--- config.mk ---
export PLATFORM = sky130hd
export DESIGN_NAME = fixed_block_free_list_allocator_unit
export DESIGN_NICKNAME = d
export VERILOG_FILES = /design/src/rtl/fbfl_pkg.sv /design/src/rtl/fbfl_link_mem.sv /design/src/rtl/fbfl_cfg_regs.sv /design/src/rtl/fixed_block_free_list_allocator_unit.sv
export SDC_FILE = /design/constraint.sdc
export NUM_CORES = 2
export LEC_CHECK = 0
export BUFFER_PORTS_ARGS = -buffer_cell sky130_fd_sc_hd__buf_2
export CAP_MARGIN = 15
export CORE_ASPECT_RATIO = 1.1
export CORE_MARGIN = 5
export CORE_UTILIZATION = 55
export CTS_CLUSTER_SIZE = 8
export DETAILED_ROUTE_END_ITERATION = 16
export GPL_TIMING_DRIVEN = 0
export PLACE_DENSITY = 0.71
export SYNTH_ARGS = -nofsm -noshare
export SYNTH_HDL_FRONTEND = slang
export SYNTH_SLANG_ARGS = --single-unit
--- constraint.sdc ---
create_clock -name clk_i -period 8.2 [get_ports clk_i]
set_clock_uncertainty 0.1 [all_clocks]
set_input_delay 0.82 -clock clk_i [delete_from_list [all_inputs] [get_ports clk_i]]
set_output_delay 0.82 -clock clk_i [all_outputs]
set_load 0.01 [all_outputs]
--- src/rtl/fbfl_pkg.sv ---
// Shared types and constants of the fixed block free list allocator.
package fbfl_pkg;

  localparam int CntW         = 9;
  localparam int SizeW        = 13;
  localparam int OutIdxW      = 8;
  localparam int OffW         = 21;
  localparam int MaxBlockSize = 4096;
  localparam int ApbAddrW     = 3;
  localparam int ApbDataW     = 32;

  localparam logic [CntW-1:0]  BlockCountReset = 9'd256;
  localparam logic [SizeW-1:0] BlockSizeReset  = 13'd64;

  typedef enum logic [0:0] {
    KIND_ALLOC = 1'b0,
    KIND_FREE  = 1'b1
  } kind_e;

  typedef enum logic [1:0] {
    STATUS_OK             = 2'd0,
    STATUS_POOL_EMPTY     = 2'd1,
    STATUS_NOT_POOL_BLOCK = 2'd2
  } status_e;

  typedef enum logic [0:0] {
    REG_BLOCK_COUNT = 1'b0,
    REG_BLOCK_SIZE  = 1'b1
  } reg_e;

  typedef enum logic [1:0] {
    S_IDLE,
    S_LINK,
    S_SETTLE,
    S_EXEC
  } fsm_e;

  typedef struct packed {
    logic [CntW-1:0]  block_count;
    logic [SizeW-1:0] block_size;
  } cfg_t;

endpackage

--- src/rtl/fbfl_link_mem.sv ---
// Link memory: one write port and one registered read port.
module fbfl_link_mem #(
  parameter int Depth = 256,
  parameter int AddrW = 8,
  parameter int DataW = 9
) (
  input  logic             clk_i,
  input  logic             we_i,
  input  logic [AddrW-1:0] waddr_i,
  input  logic [DataW-1:0] wdata_i,
  input  logic [AddrW-1:0] raddr_i,
  output logic [DataW-1:0] rdata_o
);

  logic [DataW-1:0] mem [Depth];
  logic [DataW-1:0] rdata_q;

  always_ff @(posedge clk_i) begin
    if (we_i) begin
      mem[waddr_i] <= wdata_i;
    end
  end

  always_ff @(posedge clk_i) begin
    rdata_q <= mem[raddr_i];
  end

  assign rdata_o = rdata_q;

endmodule

--- src/rtl/fbfl_cfg_regs.sv ---
// Configuration register file behind the APB-style port.
module fbfl_cfg_regs (
  input  logic                          clk_i,
  input  logic                          rst_ni,
  input  logic                          psel,
  input  logic                          penable,
  input  logic                          pwrite,
  input  logic [fbfl_pkg::ApbAddrW-1:0] paddr,
  input  logic [fbfl_pkg::ApbDataW-1:0] pwdata,
  output logic [fbfl_pkg::ApbDataW-1:0] prdata,
  output logic                          pready,
  output fbfl_pkg::cfg_t                cfg_o
);

  import fbfl_pkg::*;

  cfg_t cfg_q, cfg_d;
  reg_e reg_sel;
  logic wr_en;

  // Registers sit on word boundaries; the byte lane bits are ignored.
  assign reg_sel = reg_e'(paddr[2]);
  assign wr_en   = psel && penable && pwrite;
  assign pready  = 1'b1;

  always_comb begin
    cfg_d = cfg_q;
    if (wr_en) begin
      case (reg_sel)
        REG_BLOCK_COUNT: cfg_d.block_count = pwdata[CntW-1:0];
        REG_BLOCK_SIZE:  cfg_d.block_size  = pwdata[SizeW-1:0];
        default: cfg_d = cfg_q;
      endcase
    end
  end

  always_comb begin
    case (reg_sel)
      REG_BLOCK_COUNT: prdata = ApbDataW'(cfg_q.block_count);
      REG_BLOCK_SIZE:  prdata = ApbDataW'(cfg_q.block_size);
      default:         prdata = '0;
    endcase
  end

  always_ff @(posedge clk_i or negedge rst_ni) begin
    if (!rst_ni) begin
      cfg_q.block_count <= BlockCountReset;
      cfg_q.block_size  <= BlockSizeReset;
    end else begin
      cfg_q <= cfg_d;
    end
  end

  assign cfg_o = cfg_q;

endmodule

--- src/rtl/fixed_block_free_list_allocator_unit.sv ---
// Top level of the fixed block free list allocator.
//
// Requests enter on the in channel (kind_i, block_index_i) and every request
// gives exactly one item on the out channel (status_o, granted_index_o,
// byte_offset_o). An allocate pops the head of the free list; a free pushes
// block_index_i back as the new head. Both channels use valid/stall.
// A request is taken in the idle state and its result is loaded into the output
// register from the exec state once that register is free; no new request is
// taken in between. The alloc path is bound by the registered link memory read.
// The first request after reset first links the pool: one link memory write
// per block of the clamped block_count (1 to NUM_BLOCKS), then a settle
// state in which the read port fetches the new head.
// After reset the list is unlinked, the registers hold their defaults
// (256 blocks of 64 bytes) and the link memory content is not cleared.
// If the receiver stalls, the finished result waits in the output register
// and one more request may be taken; its result waits until the register
// frees up. Configuration is written through the APB-style port; the user must
// write it only while the block is idle, which the block itself does not enforce.
module fixed_block_free_list_allocator_unit #(
  parameter int NUM_BLOCKS   = 256,
  parameter int HEADER_BYTES = 16
) (
  input  logic                          clk_i,
  input  logic                          rst_ni,
  input  logic                          in_valid_i,
  output logic                          in_stall_o,
  input  logic                          kind_i,
  input  logic [fbfl_pkg::OutIdxW-1:0]  block_index_i,
  output logic                          out_valid_o,
  input  logic                          out_stall_i,
  output logic [1:0]                    status_o,
  output logic [fbfl_pkg::OutIdxW-1:0]  granted_index_o,
  output logic [fbfl_pkg::OffW-1:0]     byte_offset_o,
  input  logic                          psel,
  input  logic                          penable,
  input  logic                          pwrite,
  input  logic [fbfl_pkg::ApbAddrW-1:0] paddr,
  input  logic [fbfl_pkg::ApbDataW-1:0] pwdata,
  output logic [fbfl_pkg::ApbDataW-1:0] prdata,
  output logic                          pready
);

  import fbfl_pkg::*;

  localparam int PtrW    = $clog2(NUM_BLOCKS + 1);
  localparam int IdxW    = $clog2(NUM_BLOCKS);
  localparam int StrideW = $clog2(HEADER_BYTES + MaxBlockSize + 1);
  localparam int ProdW   = IdxW + StrideW + 1;
  localparam int CalcW   = (ProdW > OffW) ? ProdW : OffW;
  localparam int CmpW    = (PtrW > CntW) ? PtrW : CntW;
  localparam logic [PtrW-1:0] EndMark = PtrW'(NUM_BLOCKS);

  cfg_t cfg;

  fsm_e             state_q, state_d;
  logic             linked_q, linked_d;
  logic [PtrW-1:0]  head_q, head_d;
  logic [IdxW-1:0]  lnk_q, lnk_d;
  kind_e            kind_q;
  logic [OutIdxW-1:0] idx_q;

  logic               out_valid_q, out_valid_d;
  status_e            status_q, res_status;
  logic [OutIdxW-1:0] granted_q, res_granted;
  logic [OffW-1:0]    offset_q, res_offset;
  logic               out_load, out_free;

  logic            mem_we;
  logic [IdxW-1:0] mem_waddr;
  logic [PtrW-1:0] mem_wdata;
  logic [PtrW-1:0] mem_rdata;

  logic [PtrW-1:0]    eff_cnt;
  logic [SizeW-1:0]   eff_size;
  logic [StrideW-1:0] stride;
  logic [CalcW-1:0]   off_full;
  logic               head_empty, free_bad, last_link, in_accept;

  fbfl_cfg_regs u_cfg (
    .clk_i   (clk_i),
    .rst_ni  (rst_ni),
    .psel    (psel),
    .penable (penable),
    .pwrite  (pwrite),
    .paddr   (paddr),
    .pwdata  (pwdata),
    .prdata  (prdata),
    .pready  (pready),
    .cfg_o   (cfg)
  );

  // The read port always follows the list head, so the successor of the
  // head is ready in the cycle after the head settles.
  fbfl_link_mem #(
    .Depth (NUM_BLOCKS),
    .AddrW (IdxW),
    .DataW (PtrW)
  ) u_link_mem (
    .clk_i   (clk_i),
    .we_i    (mem_we),
    .waddr_i (mem_waddr),
    .wdata_i (mem_wdata),
    .raddr_i (head_q[IdxW-1:0]),
    .rdata_o (mem_rdata)
  );

  always_comb begin
    if (cfg.block_count == '0) begin
      eff_cnt = PtrW'(1);
    end else if (CmpW'(cfg.block_count) > CmpW'(NUM_BLOCKS)) begin
      eff_cnt = EndMark;
    end else begin
      eff_cnt = PtrW'(cfg.block_count);
    end
  end

  always_comb begin
    if (cfg.block_size == '0) begin
      eff_size = SizeW'(1);
    end else if (cfg.block_size > SizeW'(MaxBlockSize)) begin
      eff_size = SizeW'(MaxBlockSize);
    end else begin
      eff_size = cfg.block_size;
    end
  end

  assign stride     = StrideW'(HEADER_BYTES) + StrideW'(eff_size);
  assign off_full   = CalcW'(head_q[IdxW-1:0]) * CalcW'(stride) + CalcW'(HEADER_BYTES);
  assign head_empty = head_q >= EndMark;
  assign free_bad   = CmpW'(idx_q) >= CmpW'(eff_cnt);
  assign last_link  = lnk_q == IdxW'(eff_cnt - PtrW'(1));
  assign in_accept  = in_valid_i && !in_stall_o;
  assign in_stall_o = state_q != S_IDLE;
  assign out_free   = !out_valid_q || !out_stall_i;

  always_comb begin
    state_d     = state_q;
    linked_d    = linked_q;
    head_d      = head_q;
    lnk_d       = lnk_q;
    mem_we      = 1'b0;
    mem_waddr   = lnk_q;
    mem_wdata   = '0;
    out_load    = 1'b0;
    res_status  = STATUS_OK;
    res_granted = '0;
    res_offset  = '0;
    case (state_q)
      S_IDLE: begin
        lnk_d = '0;
        if (in_valid_i) begin
          state_d = linked_q ? S_EXEC : S_LINK;
        end
      end
      S_LINK: begin
        mem_we    = 1'b1;
        mem_waddr = lnk_q;
        if (last_link) begin
          mem_wdata = EndMark;
          head_d    = '0;
          linked_d  = 1'b1;
          state_d   = S_SETTLE;
        end else begin
          mem_wdata = PtrW'(lnk_q) + PtrW'(1);
          lnk_d     = lnk_q + IdxW'(1);
        end
      end
      S_SETTLE: begin
        state_d = S_EXEC;
      end
      S_EXEC: begin
        if (kind_q == KIND_ALLOC) begin
          if (head_empty) begin
            res_status = STATUS_POOL_EMPTY;
          end else begin
            res_granted = OutIdxW'(head_q);
            res_offset  = off_full[OffW-1:0];
          end
        end else if (free_bad) begin
          res_status = STATUS_NOT_POOL_BLOCK;
        end
        if (out_free) begin
          out_load = 1'b1;
          state_d  = S_IDLE;
          if (kind_q == KIND_ALLOC) begin
            if (!head_empty) begin
              head_d = mem_rdata;
            end
          end else if (!free_bad) begin
            mem_we    = 1'b1;
            mem_waddr = IdxW'(idx_q);
            mem_wdata = head_q;
            head_d    = PtrW'(idx_q);
          end
        end
      end
      default: begin
        state_d = S_IDLE;
      end
    endcase
  end

  always_comb begin
    out_valid_d = out_valid_q;
    if (out_load) begin
      out_valid_d = 1'b1;
    end else if (!out_stall_i) begin
      out_valid_d = 1'b0;
    end
  end

  always_ff @(posedge clk_i or negedge rst_ni) begin
    if (!rst_ni) begin
      state_q     <= S_IDLE;
      linked_q    <= 1'b0;
      head_q      <= EndMark;
      lnk_q       <= '0;
      out_valid_q <= 1'b0;
    end else begin
      state_q     <= state_d;
      linked_q    <= linked_d;
      head_q      <= head_d;
      lnk_q       <= lnk_d;
      out_valid_q <= out_valid_d;
    end
  end

  always_ff @(posedge clk_i) begin
    if (in_accept) begin
      kind_q <= kind_e'(kind_i);
      idx_q  <= block_index_i;
    end
    if (out_load) begin
      status_q  <= res_status;
      granted_q <= res_granted;
      offset_q  <= res_offset;
    end
  end

  assign out_valid_o     = out_valid_q;
  assign status_o        = status_q;
  assign granted_index_o = granted_q;
  assign byte_offset_o   = offset_q;

  a_head_range : assert property (@(posedge clk_i) disable iff (!rst_ni)
    head_q <= EndMark)
    else $error("free list head beyond the end mark");

  a_link_once : assert property (@(posedge clk_i) disable iff (!rst_ni)
    (state_q == S_LINK) |-> !linked_q)
    else $error("pool linked a second time");

  a_exec_linked : assert property (@(posedge clk_i) disable iff (!rst_ni)
    (state_q == S_EXEC) |-> linked_q)
    else $error("item executed on an unlinked pool");

  a_result_load : assert property (@(posedge clk_i) disable iff (!rst_ni)
    (state_q == S_EXEC && out_load) |=> (out_valid_q && state_q == S_IDLE))
    else $error("finished item did not reach the output register");

endmodule
# After elaboration in Yosys (flattened, before gate mapping)
# Memories as Yosys holds them, arrays and structs flattened. A register that Yosys moved wholly into a read port is not among the register bits.
# Cells that the tools add are included.
[totals] mem_count=1 register_bits=83 input_bits=51 ram_bits=2304 elab_cells=96 out_inout_bits=66
[mem_list] memory="u_link_mem.mem" words=256 word_bits=9 read_ports=1 rd_ports_with_merged_regs=1 wr=1 line="fbfl_link_mem.sv:15" source="logic [DataW-1:0] mem [Depth];"
[classes] add_sub_neg=5 n_bitwise=2 muxes=40 n_eq_ne=11 n_reduce_logical=20 order_cmp=4 mul=1
[op_table] operator="$mux 9" count=11
[op_table] operator="$pmux 32 s2" count=1
[op_table] operator="$mux 8" count=5
[op_table] operator="$pmux 9 s2" count=2
[op_table] operator="$mux 13" count=2
[op_table] operator="$add 21x5->21 const B" count=1
[op_table] operator="$mul 8x13->21" count=1
[op_table] operator="$pmux 8 s2" count=1
[op_table] operator="$add 5x13->13 const A" count=1
[op_table] operator="$gt 13x13->1 const B" count=1
[op_table] operator="$logic_not 13->1" count=1
[op_table] operator="$mux 2" count=6
[op_table] operator="$mux 1" count=10
[op_table] operator="$add 8x1->9 const B" count=1
[op_table] operator="$ge 8x9->1" count=1
[op_table] operator="$ge 9x9->1 const B" count=1
[op_table] operator="$gt 9x9->1 const B" count=1
[op_table] operator="$logic_not 9->1" count=1
[op_table] operator="$add 8x1->8 const B" count=1
[op_table] operator="$eq 8x8->1" count=1
[op_table] operator="$ne 2x2->1 const B" count=4
[op_table] operator="$pmux 2 s4" count=1
[op_table] operator="$reduce_and 2->1" count=4
[op_table] operator="$sub 8x1->8 const B" count=1
[op_table] operator="other kinds (14)" count=23

# Longest topological paths before layout
[depth] word_depth=10 ltp_mapped=26 mapped_depth_nobuf=25

# By module
# Synthesis repeated with hierarchy kept, for this count alone.
[hier_totals] cells_unflattened=5066 area_unflattened_um2=97473.5
[by_module_without_submodules] module="fbfl_link_mem" area_per_inst_um2=89278.1 cells_each=4237 instances=1
[by_module_without_submodules] module="fixed_block_free_list_allocator_unit" area_per_inst_um2=7029.2 cells_each=746 instances=1
[by_module_without_submodules] module="fbfl_cfg_regs" area_per_inst_um2=1166.1 cells_each=83 instances=1

# Worst setup path after synthesis
# OpenSTA, ideal clock, no wires.
[synth_path] kind="reg2reg" from="register u_cfg.cfg_q (netlist bit u_cfg.cfg_o[18])" to="memory u_link_mem.mem[0][1] (data pin)" setup_ns=0.865 arrival_time_ns=6.309 path_stages_with_launch=15 period_less_slack_ns=7.275 path_slack_ns=0.925 cell_sequence="dfrtp_1 -> clkbuf_1 -> nor3_1 -> a31oi_1 -> nor2_1 -> ha_1 -> nand2b_1 -> a21o_1 -> a21oi_1 -> o21ai_0 -> a31oi_1 -> clkbuf_1 -> clkbuf_1 -> clkbuf_1 -> a22o_1"
[synth_via] elab_chain_cells=8
[synth_rtl] element="from (decl)" line="fbfl_cfg_regs.sv:17" source="cfg_t cfg_q, cfg_d;"
[synth_rtl] element="from (signal assigned)" line="fbfl_cfg_regs.sv:50" source="cfg_q <= cfg_d;"
[synth_rtl] element="$gt 9x9->1" line="fixed_block_free_list_allocator_unit.sv:110" source="end else if (CmpW'(cfg.block_count) > CmpW'(NUM_BLOCKS)) begin"
[synth_rtl] element="$mux 9" line="fixed_block_free_list_allocator_unit.sv:110"
[synth_rtl] element="$mux 9 *" line="fixed_block_free_list_allocator_unit.sv:108" source="if (cfg.block_count == '0) begin"
[synth_rtl] element="parallel branches: the longest is 4 deep, another holds $sub 8x1->8"
[synth_rtl] element="$pmux 9 s2 *" line="fixed_block_free_list_allocator_unit.sv:148" source="case (state_q)"
[synth_rtl] element="net mem_wdata[1]" line="fixed_block_free_list_allocator_unit.sv:70" source="logic [PtrW-1:0] mem_wdata;"
[synth_rtl] element="to (decl)" line="fbfl_link_mem.sv:15"
# Mark *: on every way through the listed nets, which the timed path passes.

# Worst setup path after layout
[layout_path] from="register head_q[2]" to="register offset_q[20] (netlist: byte_offset_o[20]) (data pin)"
[layout_via] elab_chain_cells=2
[layout_rtl] element="from (decl)" line="fixed_block_free_list_allocator_unit.sv:57" source="logic [PtrW-1:0] head_q, head_d;"
[layout_rtl] element="from (signal assigned)" line="fixed_block_free_list_allocator_unit.sv:216" source="head_q <= EndMark;"
[layout_rtl] element="$mul 8x13->21 or $ge 9x9->1 (tied branches)" line="fixed_block_free_list_allocator_unit.sv:128, fixed_block_free_list_allocator_unit.sv:129"
[layout_rtl] element="$add 21x5->21 or $reduce_or 3->1 (tied branches)"
[layout_rtl] element="to (signal assigned)" line="fixed_block_free_list_allocator_unit.sv:236" source="offset_q <= res_offset;"
[layout_rtl] element="to (decl)" line="fixed_block_free_list_allocator_unit.sv:65" source="logic [OffW-1:0] offset_q, res_offset;"
# Parallel ways exist; a longest one is shown, timed or not.
# A chain may end at the register's enable or synchronous reset.

==> results.json <==
{
  "die_w_um": 410.5,
  "status": "finished with violations",
  "die_h_um": 450.6,
  "startpoint_type": "register",
  "reg2reg_slack_ns": 0.40,
  "drive_gt1_share_pct": 27.15,
  "rows": 161,
  "whs_path_depth": 2,
  "core_um2": 175300,
  "setup_viol": 0,
  "gr-total-overflow": 0,
  "rsz0062_at_grt": "false",
  "numCtsBuffers": 350,
  "layout.nets": 5247,
  "p_comb_share_pct": 28.5,
  "cp.required_ns": 8.87,
  "initial_core_util_pct": 55.37,
  "clock_insertion_delay_worst_skew_ns": 0.95,
  "postRouteAntennaNets": 0,
  "drtPass1Iterations": 8,
  "synth_seq_area_share_pct": 73.83,
  "die-area_um2": 185000,
  "fin_hold_ws_ns": 0.07544,
  "failed_checks": "slew limit",
  "post-cts-setup-buffer-count": 0,
  "wl_per_cell_um": 35.27,
  "cellPowerDensity_nw_per_um2": 336.6,
  "synthArstFlopShare_pct": 1.795,
  "path_max_fanout": 10,
  "worst_pin_slew_ns": 1.689,
  "synth_edf_count": 2344,
  "ys.flop_type": "edfxtp_1",
  "r2r_end": "byte_offset_o[20]",
  "clk_pin_slew_ns": 0.05,
  "r2r_cells": 23,
  "synth_common_cells": "edfxtp_1 (2344), mux4_2 (720), nor2_1 (309)",
  "stdcell_count": 7400,
  "synthesis.area_um2": 97050,
  "yosysUniqueCellTypes": 66,
  "gp_congestion": 0.9557,
  "max_slew_margin_pct": -12.63,
  "synth_top_area_share_pct": 72.53,
  "cp.arrival_ns": 8.47,
  "fin_ws_ns": 0.4023,
  "htree_levels": 5,
  "synth-seq-cells": 2396,
  "finalCritPeriodShare_pct": 95.09,
  "grt_start_max_net_pins": 101,
  "vias_per_cell": 6.730,
  "cts_root_buffer": "clkbuf_16",
  "grt_pass1_vias": 50367,
  "dp_hpwl_mm": 172.0,
  "regArea_um2": 71650,
  "antenna_found_initial": 8,
  "pwr-share-seq_pct": 38.2,
  "port_buffers": 74,
  "hold_class": "input pin to register",
  "grt_first_pass_wirelength_mm": 370.9,
  "hold_viol": 0,
  "p_sw_share_pct": 30.42,
  "clock_tree.buffer_depth": 4,
  "io_pins": 117,
  "multi_input_area_um2": 23960,
  "switching_power_w": 0.01136,
  "cts_tree": "built",
  "holdPathEnd": "u_cfg.cfg_o[10]",
  "path_class": "register to register",
  "num-fill-cells": 11525,
  "grt_usage_pct": 28.44,
  "worstSetupEndpointType": "register",
  "rr_startpoint": "head_q[2]",
  "maxSlewViolCount": 19,
  "clock-sinks": 2396,
  "vias": 49803,
  "p_int_w": 0.02599,
  "p_clk_share_pct": 33.2,
  "syn_area_per_cell_um2": 21.30,
  "synth_cells": 4556,
  "drc_errors": 0,
  "max_freq_ghz": 0.1282,
  "initialDrtViolationCount": 6977,
  "max-cap-violations": 0,
  "finalWirelength_mm": 261.0,
  "synthToLayoutAreaGrowth_pct": 14.34,
  "p_leak_nw": 34.05,
  "min_period_ns": 7.798,
  "placed_cells": 6978,
  "place_ws_ns": -0.7363,
  "ir_drop_mv": 0.2452,
  "synth.most_common_cell": "edfxtp_1",
  "synth_top_area_cell": "edfxtp_1",
  "worstHoldStart": "pwdata[10]",
  "synth.area.top_cells": "edfxtp_1 (73%), mux4_2 (17%), fa_1 (1.4%)",
  "yosysWarnings": 0
}
## kinds of logic (layout without fill, tap and decap cells)
family / Yosys count / in the layout / synth area share, %
AND/OR/NAND/NOR: 626 / 626 / 3.036
multiplexers: 810 / 810 / 17.69
XOR/XNOR: 28 / 28 / 0.2527
adder cells (fa/ha/maj): 131 / 131 / 2.215
buffers and inverters: 380 / 914 / 1.641
other: 2 / 30 / 0.007739
flip-flops: 2396 / 2396 / 73.83
AO/OA/AOI/OAI: 183 / 183 / 1.327
## worst max-delay path, stage by stage (launching register included)
cell and delay, ns:
dfrtp_1 0.32, clkbuf_1 0.39, clkbuf_2 0.48, buf_2 0.43, clkbuf_1 0.40, buf_8 0.24, clkbuf_1 0.37, nand2_1 0.15
fa_1 0.47, fa_1 0.49, inv_1 0.05, fa_1 0.53, inv_1 0.05, fa_1 0.47, inv_1 0.04, ha_1 0.32
nor2b_1 0.18, o31a_1 0.28, o41ai_1 0.45, o21ai_0 0.27, o41ai_2 0.37, o21ai_0 0.25, a2111o_1 0.46, nand3_1 0.07
## worst max-delay path by stage
stage               startpoint                     end  slack (ns)  cells past startpoint
2_1_floorplan  u_cfg.cfg_o[18]    u_link_mem.mem[0][1]        0.93                     14
3_3_place_gp   u_cfg.cfg_o[18]  u_link_mem.mem[240][3]       -4.16                     14
3_5_place_dp         head_q[3]       byte_offset_o[20]       -0.74                     22
4_1_cts              head_q[0]       byte_offset_o[20]        0.17                     23
5_1_grt              head_q[2]       byte_offset_o[20]        0.15                     23
6_report             head_q[2]       byte_offset_o[20]        0.40                     23
## area by class of cell
cell class	count	area share (%)
antenna	10	0.02255
buffer	271	1.096
clock buffer	388	8.156
clock inverter	7	0.05074
inverter	105	0.3552
multi-input combinational	1798	21.60
sequential	2396	64.57
tap	2282	2.573
timing repair buffer	143	1.579
## power groups by stage
| stage | logic (W) | clock network [W] | registers, W |
|---|---|---|---|
| final | 0.0107 | 0.0124 | 0.0143 |
| after global routing | 0.0111 | 0.0130 | 0.0143 |
| after CTS | 0.0106 | 0.0125 | 0.0142 |
| after detailed placement | 0.0105 | 0 | 0.0145 |
| after global placement | 0.0101 | 0 | 0.0148 |
| after floorplan | 0.00638 | 0 | 0.0146 |
## through the flow
stage                     instance area (µm²)  TNS (ns)  utilization, %  power [W]
final                                  111000         0           63.31    0.03735
after global routing                   110900         0           63.30    0.03839
after CTS                              110800         0           63.22    0.03733
after detailed placement               101600    -1.750           57.96    0.02496
after global placement                 100300  -8261.00           57.25    0.02494
after floorplan                         97110         0               -    0.02098
## per-layer routing
layer,routed length (µm),GRT usage (%)
met1,92780,37.43
met2,123400,43.76
met3,28810,7.800
met4,15930,15.38
met5,88,0.4702
## cell usage in the layout (no fill, tap or decap), drive strengths merged, types with 63 or more instances in the layout
| cell | synthesis | layout |
|---|---|---|
| inv | 105 | 108 |
| edfxtp | 2344 | 2344 |
| fa | 68 | 68 |
| nand2 | 90 | 90 |
| buf | 119 | 250 |
| ha | 63 | 63 |
| mux4 | 720 | 720 |
| nor2 | 309 | 309 |
| and2 | 79 | 79 |
| clkbuf | 156 | 541 |
## sequential cells by signal (all words and copies together), names as in the netlist
signal	flops
u_link_mem.mem	2304
u_cfg.cfg_o	22
byte_offset_o	21
head_q	9
u_link_mem.rdata_o	9
granted_index_o	8
idx_q	8
lnk_q	8
state_q	2
status_o	2
kind_q	1
linked_q	1
out_valid_o	1
## repair_timing
action / CTS / global route
endpoints found under the setup margin: 5 / 2
gates resized for setup: 5 / 3
hold endpoints to repair: 50 / 0
hold buffers: 11 / 0
Power figures use the tool's default switching activity.
